$ cat config.mk
export PLATFORM = sky130hd
export DESIGN_NAME = t2k_div
export DESIGN_NICKNAME = d
export VERILOG_FILES = /design/src/sv/t2k_div_cell.sv /design/src/sv/t2k_div.sv
export SDC_FILE = /design/constraint.sdc
export NUM_CORES = 1
export LEC_CHECK = 0
export BUFFER_PORTS_ARGS = -buffer_cell sky130_fd_sc_hd__buf_4
export CORE_MARGIN = 1
export CORE_UTILIZATION = 35
export DETAILED_ROUTE_END_ITERATION = 10
export PLACE_DENSITY = 0.52
export SLEW_MARGIN = 20
export SYNTH_ARGS = -nofsm -noshare
export SYNTH_HDL_FRONTEND = slang
export SYNTH_SLANG_ARGS = --single-unit
$ cat constraint.sdc
create_clock -name clk -period 1.95 [get_ports clk]
set_input_delay 0.195 -clock clk [delete_from_list [all_inputs] [get_ports clk]]
set_output_delay 0.195 -clock clk [all_outputs]
set_load 0.02 [all_outputs]
$ cat src/sv/t2k_div_cell.sv
// One restoring division step that produces one quotient bit per cycle.
`default_nettype none
module t2k_div_cell #(
  parameter int NW = 8,
  parameter int DW = 8
) (
  input  logic          clk,
  input  logic [DW-1:0] rem_in,
  input  logic [NW-1:0] work_in,
  input  logic [DW-1:0] dvs_in,
  output logic [DW-1:0] rem_out,
  output logic [NW-1:0] work_out,
  output logic [DW-1:0] dvs_out
);
  logic [DW:0] trial;
  logic [DW:0] diff;
  logic        qbit;

  always_comb begin
    trial = {rem_in, work_in[NW-1]};
    diff = trial - {1'b0, dvs_in};
    qbit = (trial >= {1'b0, dvs_in});
  end

  always_ff @(posedge clk) begin
    rem_out <= qbit ? diff[DW-1:0] : trial[DW-1:0];
    work_out <= {work_in[NW-2:0], qbit};
    dvs_out <= dvs_in;
  end
endmodule
`default_nettype wire

$ cat src/sv/t2k_div.sv
// Pipelined unsigned divider built as a row of restoring division cells.
`default_nettype none
module t2k_div #(
  parameter int NW = 8,
  parameter int DW = 8
) (
  input  logic          clk,
  input  logic [NW-1:0] dividend,
  input  logic [DW-1:0] divisor,
  output logic [NW-1:0] quotient
);
  logic [DW-1:0] rem [0:NW];
  logic [NW-1:0] work [0:NW];
  logic [DW-1:0] dvs [0:NW];

  assign rem[0] = '0;
  assign work[0] = dividend;
  assign dvs[0] = divisor;

  for (genvar i = 0; i < NW; i++) begin : g_cell
    t2k_div_cell #(.NW(NW), .DW(DW)) u_cell (
      .clk      (clk),
      .rem_in   (rem[i]),
      .work_in  (work[i]),
      .dvs_in   (dvs[i]),
      .rem_out  (rem[i+1]),
      .work_out (work[i+1]),
      .dvs_out  (dvs[i+1])
    );
  end

  assign quotient = work[NW];
endmodule
`default_nettype wire

# Word-level counts from Yosys, hierarchy flattened
# Index checks and enable logic that the tools add are counted.
# op_classes
addsub,7
n_mul,0
div,0
order_cmp,8
eq_ne,0
shifts,0
mux,7
n_bitwise,0
reduce_logical,0
# ops
cell,n
$ge A9 B8 Y1,7
$mux W8,6
$sub A8 B8 Y8,6
$ge A1 B8 Y1,1
$sub A1 B8 Y8,1
$mux W1,1
# word_totals
register_bits,176
latchBits,0
ramBits,0
rom_bits,0
inputBits,17
output_inout_bits,8
wordCells,45
mem_count,0

# Depth between registers and ports, before layout
# depth
depth_word,2
mapped_depth,8
ltp_nobuf,8

# Modules after synthesis
# Synthesis repeated with hierarchy kept, for this count alone.
# unflattened
cells_unflattened,735
hier_area_um2,8076.5
# by_module_without_submodules
module,instances,cells_each,area_each_um2,seq_area_each_um2
t2k_div_cell at g_cell[2].u_cell ...,4,93,1001.0,480.5
t2k_div_cell at g_cell[0].u_cell ...,3,90,1019.7,480.5
t2k_div_cell at g_cell[5].u_cell,1,92,1009.7,480.5
t2k_div,1,1,3.8,0.0

# Worst setup path after synthesis
# No wires, ideal clock.
# synth_path
path_kind,register to register
from,reg g_cell[3].u_cell.dvs_out[3]
to,reg g_cell[4].u_cell.rem_out[2]
setup_time_ns,0.121
t_arrival_ns,1.844
required_ns,1.829
setup_slack_ns,-0.015
stages_incl_launch_ff,8
n_path_buf,0
synth_period_minus_slack_ns,1.965
path_cell_list,dfxtp_1 inv_1 ha_1 a21o_1 a21oi_1 o21ai_0 a41oi_4 mux2_2
# synth_between
elab_chain_cells,2
# synth_lines
item,line_no,text
start: declaration,t2k_div_cell.sv:13,output logic [DW-1:0] dvs_out
start signal: assignment,t2k_div_cell.sv:28,dvs_out <= dvs_in;
$ge A9 B8 Y1,t2k_div_cell.sv:22,"qbit = (trial >= {1'b0, dvs_in});"
$mux W8,t2k_div_cell.sv:26,rem_out <= qbit ? diff[DW-1:0] : trial[DW-1:0];
end signal: assignment,t2k_div_cell.sv:26,
end: declaration,t2k_div_cell.sv:11,"output logic [DW-1:0] rem_out,"
# No other way between the ends.
# A chain may end at the register's enable or synchronous reset.

# Worst setup path after layout
# layout_path
from,reg g_cell[0].u_cell.work_out[7]
to,reg g_cell[1].u_cell.rem_out[6]
# layout_between
elab_chain_cells,2
word_cells_on_any_way,3
classes_between,add/sub (1); order compare (1); mux (1)
# layout_lines
item,line_no,text
start: declaration,t2k_div_cell.sv:12,"output logic [NW-1:0] work_out,"
start signal: assignment,t2k_div_cell.sv:27,"work_out <= {work_in[NW-2:0], qbit};"
$sub A8 B8 Y8 or $ge A9 B8 Y1 (tied branches),"t2k_div_cell.sv:21, t2k_div_cell.sv:22",
$mux W8 (*),t2k_div_cell.sv:26,
end signal: assignment,t2k_div_cell.sv:26,
end: declaration,t2k_div_cell.sv:11,
# Every way passes the cells marked *; elsewhere a longest branch is shown, timed or not.

==> run_results.csv <==
group,metric,value,unit
yosys,yosysSeqAreaShare,53.5,%
sta,tns,0,ps
worst_setup_path,end_kind,"flop",
cells_and_area,final_layout_size_suffix_gt1_share,25.5,%
die,rows,49,
detailed_routing,drc,0,
worst_setup_path,cp_data_required_time,2280,ps
cells_and_area,n_antenna_cell,0,
yosys,yosys.area_share.adder,12.8,%
cells_and_area,area_delta_synth_final,28.0,%
yosys,ys_warn_count,0,
yosys,ys.flop_type,"dfxtp_1",
run_status,status,"finished, final reports clean",
worst_setup_path,rr_worst_depth,8,
yosys,async_flop_share,0,%
cts,cts-htree-levels,4,
grt,first_global_vias,4627,
placement,place_worst_setup_slack,-60.3,ps
power_and_ir_drop,p_clk_share,30.1,%
job,cap_violations,0,
sta,layout_setup_ws,45.5,ps
detailed_routing,avgRoutedWirePerCell,13.4,um
power_and_ir_drop,p_comb_share,29.7,%
power_and_ir_drop,switching_share,29.8,%
detailed_routing,drtPass1Iterations,6,
yosys,synth_area_leaders,"dfxtp_1, ha_1, inv_1",
grt,grt.total_usage,13.8,%
worst_setup_path,cp.arrival,2230,ps
yosys,synth_mux_area_share,2.78,%
detailed_routing,num_vias,4504,
yosys,syn_nets,692,
yosys,synth_area_leader_cell,"dfxtp_1",
yosys,syn_inst,611,
power_and_ir_drop,switchingPower,3.30,mW
yosys,synth_common_cells,"dfxtp_1, inv_1, ha_1",
grt,grt_max_degree,17,
die,fp.dieH,139,um
cts,cts_sinks,176,
yosys,synth_compound_area_share,15.3,%
cells_and_area,nNetsFinal,790,
die,start_util,36.2,%
power_and_ir_drop,pwr_density_cell,1310,nW/um^2
cells_and_area,final_cells,950,
yosys,synth_top_area_share,53.5,%
yosys,avgSynthCellArea,10.8,um^2
sta,tightest_slew,486,ps
detailed_routing,first_iter_violations,201,
worst_setup_path,path_max_fanout,3,
cells_and_area,multiInputGateArea,3060,um^2
placement,place_inst,891,
yosys,synth_top_family_by_area,"compound AO/OA/AOI/OAI gates",
sta,fin_crit_sh,97.7,%
grt,grt_pass1_wl,20900,um
sta,setup_violations,0,
cells_and_area,design_area,8430,um^2
cts,clockBufferDepth,2,
sta,min_period,1900,ps
cells_and_area,fill_cells,1684,
placement,gp_congestion,0.808,
power_and_ir_drop,ir_drop,0.726,mV
die,io_pins,25,
cells_and_area,regArea,3540,um^2
worst_hold_path,holdPathStages,3,
grt,globalRouteOverflowTotal,0,
worst_setup_path,crit_type,"reg -> reg",
cts,cts_buffers,17,
sta,slew_viol_final,0,
yosys,synth_seq_cells,176,
grt,grt_antenna_before_repair,0,
die,core,18200,um^2
power_and_ir_drop,power.internal,7.75,mW
sta,fmax,0.525,GHz
cts,clockRootBuffer,"clkbuf_16",
cts,path_clk_slew,70,ps
die,die_x,139,um
power_and_ir_drop,finalPower,11.0,mW
yosys,synth.cell_area,6580,um^2
detailed_routing,ant_nets,0,
yosys,synth_most_common_cell,"dfxtp_1",
yosys,synth_edf_count,0,
sta,slew_headroom,67.4,%
yosys,synthSimpleGateAreaFrac,8.38,%
power_and_ir_drop,p_leak,3.81,nW
placement,dpl.hpwl,9430,um
cells_and_area,finish.utilization,46.3,%
yosys,yosysUniqueCellTypes,52,
cts,cts_tree,"built",
detailed_routing,via_per_inst,4.74,
placement,placed_area,7270,um^2
sta,fin_skew,8.71,ps
worst_hold_path,worstHoldPathType,"in -> reg",
worst_setup_path,critPathLaunchType,"flop",
placement,numPortBuffers,24,
power_and_ir_drop,seqPwrFrac,40.1,%
sta,fin_hold_ws,40.1,ps
die,dieArea,19400,um^2
sta,hold_violations,0,
yosys,synthXorXnorAreaFrac,2.39,%
cts,clk_latency,430,ps
detailed_routing,wl,12700,um
## cell families after synthesis
kind of cell             after synthesis
flip-flops                           176
AND/OR/NAND/NOR                      105
buffers and inverters                 82
AO/OA/AOI/OAI                        149
multiplexers                          17
XOR/XNOR                              18
adder cells (fa/ha/maj)               64
## state kept, by name, summed over array words and instances (netlist names)
signal and flops:
g_cell.u_cell.work_out 64, g_cell.u_cell.dvs_out 56, g_cell.u_cell.rem_out 56
## area by class of cell
cell class	instances	share of cell area, %
clock inverters	14	1.83
well taps	229	3.40
multi-input cells	353	36.3
repair buffers	85	8.03
inverters	76	3.39
clock buffers	17	5.05
flip-flops and latches	176	42.0
## cells in the final DEF (no fill, tap or decap), types with 7 or more instances in the layout
| cell type | netlist | layout |
|---|---|---|
| buf_4 | 0 | 68 |
| clkbuf_16 | 0 | 17 |
| xnor2_1 | 9 | 9 |
| inv_1 | 76 | 75 |
| o21ai_1 | 0 | 7 |
| ha_1 | 58 | 40 |
| nand2b_1 | 11 | 9 |
| a21o_1 | 11 | 11 |
| a21oi_1 | 27 | 12 |
| nor2b_1 | 7 | 7 |
| xor2_1 | 9 | 9 |
| ha_4 | 0 | 13 |
| dfxtp_1 | 176 | 168 |
| o31ai_1 | 8 | 8 |
| nor2_1 | 14 | 14 |
| a21oi_2 | 0 | 14 |
| o21a_1 | 11 | 11 |
| dlygate4sd3_1 | 0 | 15 |
| nand2_1 | 37 | 37 |
| o21ai_0 | 49 | 39 |
| a211oi_1 | 7 | 7 |
| mux2i_1 | 7 | 7 |
| dfxtp_2 | 0 | 7 |
## worst max-delay path, cell delays in order, from the launching register on
cell	delay (ps)
dfxtp_1	330
inv_1	50
ha_1	210
fa_2	380
nand2b_4	160
a21oi_2	220
o21a_1	170
nor3_1	50
o31ai_1	240
## timing repair
item,4_1_cts,5_1_grt
setup endpoints to repair,16,42
gates cloned,1,1
hold buffers,15,0
setup buffers,1,10
pin swaps,2,17
hold endpoints to repair,16,0
resized for setup,10,70
## routing by layer
metal  up-vias  share of wire [%]  GRT usage, %
li1       2296                  -             -
met1      2120                 44          15.1
met2        64                 52          24.7
met3        24                2.4          3.83
met4         0                1.8          6.14
met5         -                  0             0
## power groups by stage
stage	combinational, mW	sequential, mW	clock (mW)
final	3.28	4.43	3.33
after detailed placement	2.78	4.49	0
after CTS	2.85	4.41	3.42
after global routing	3.62	4.49	3.60
after floorplan	1.90	4.44	0
after global placement	2.71	4.48	0
## path summary, 6_finish.rpt
path	slack (ps)	start	to
worst max register to register	50	g_cell[0].u_cell.work_out[7]	g_cell[1].u_cell.rem_out[6]
worst min register to register	330	g_cell[5].u_cell.work_out[5]	g_cell[6].u_cell.work_out[6]
worst max-delay path	50	g_cell[0].u_cell.work_out[7]	g_cell[1].u_cell.rem_out[6]
worst min-delay path	40	dividend[7]	g_cell[0].u_cell.rem_out[0]
Power figures use the tool's default switching activity.
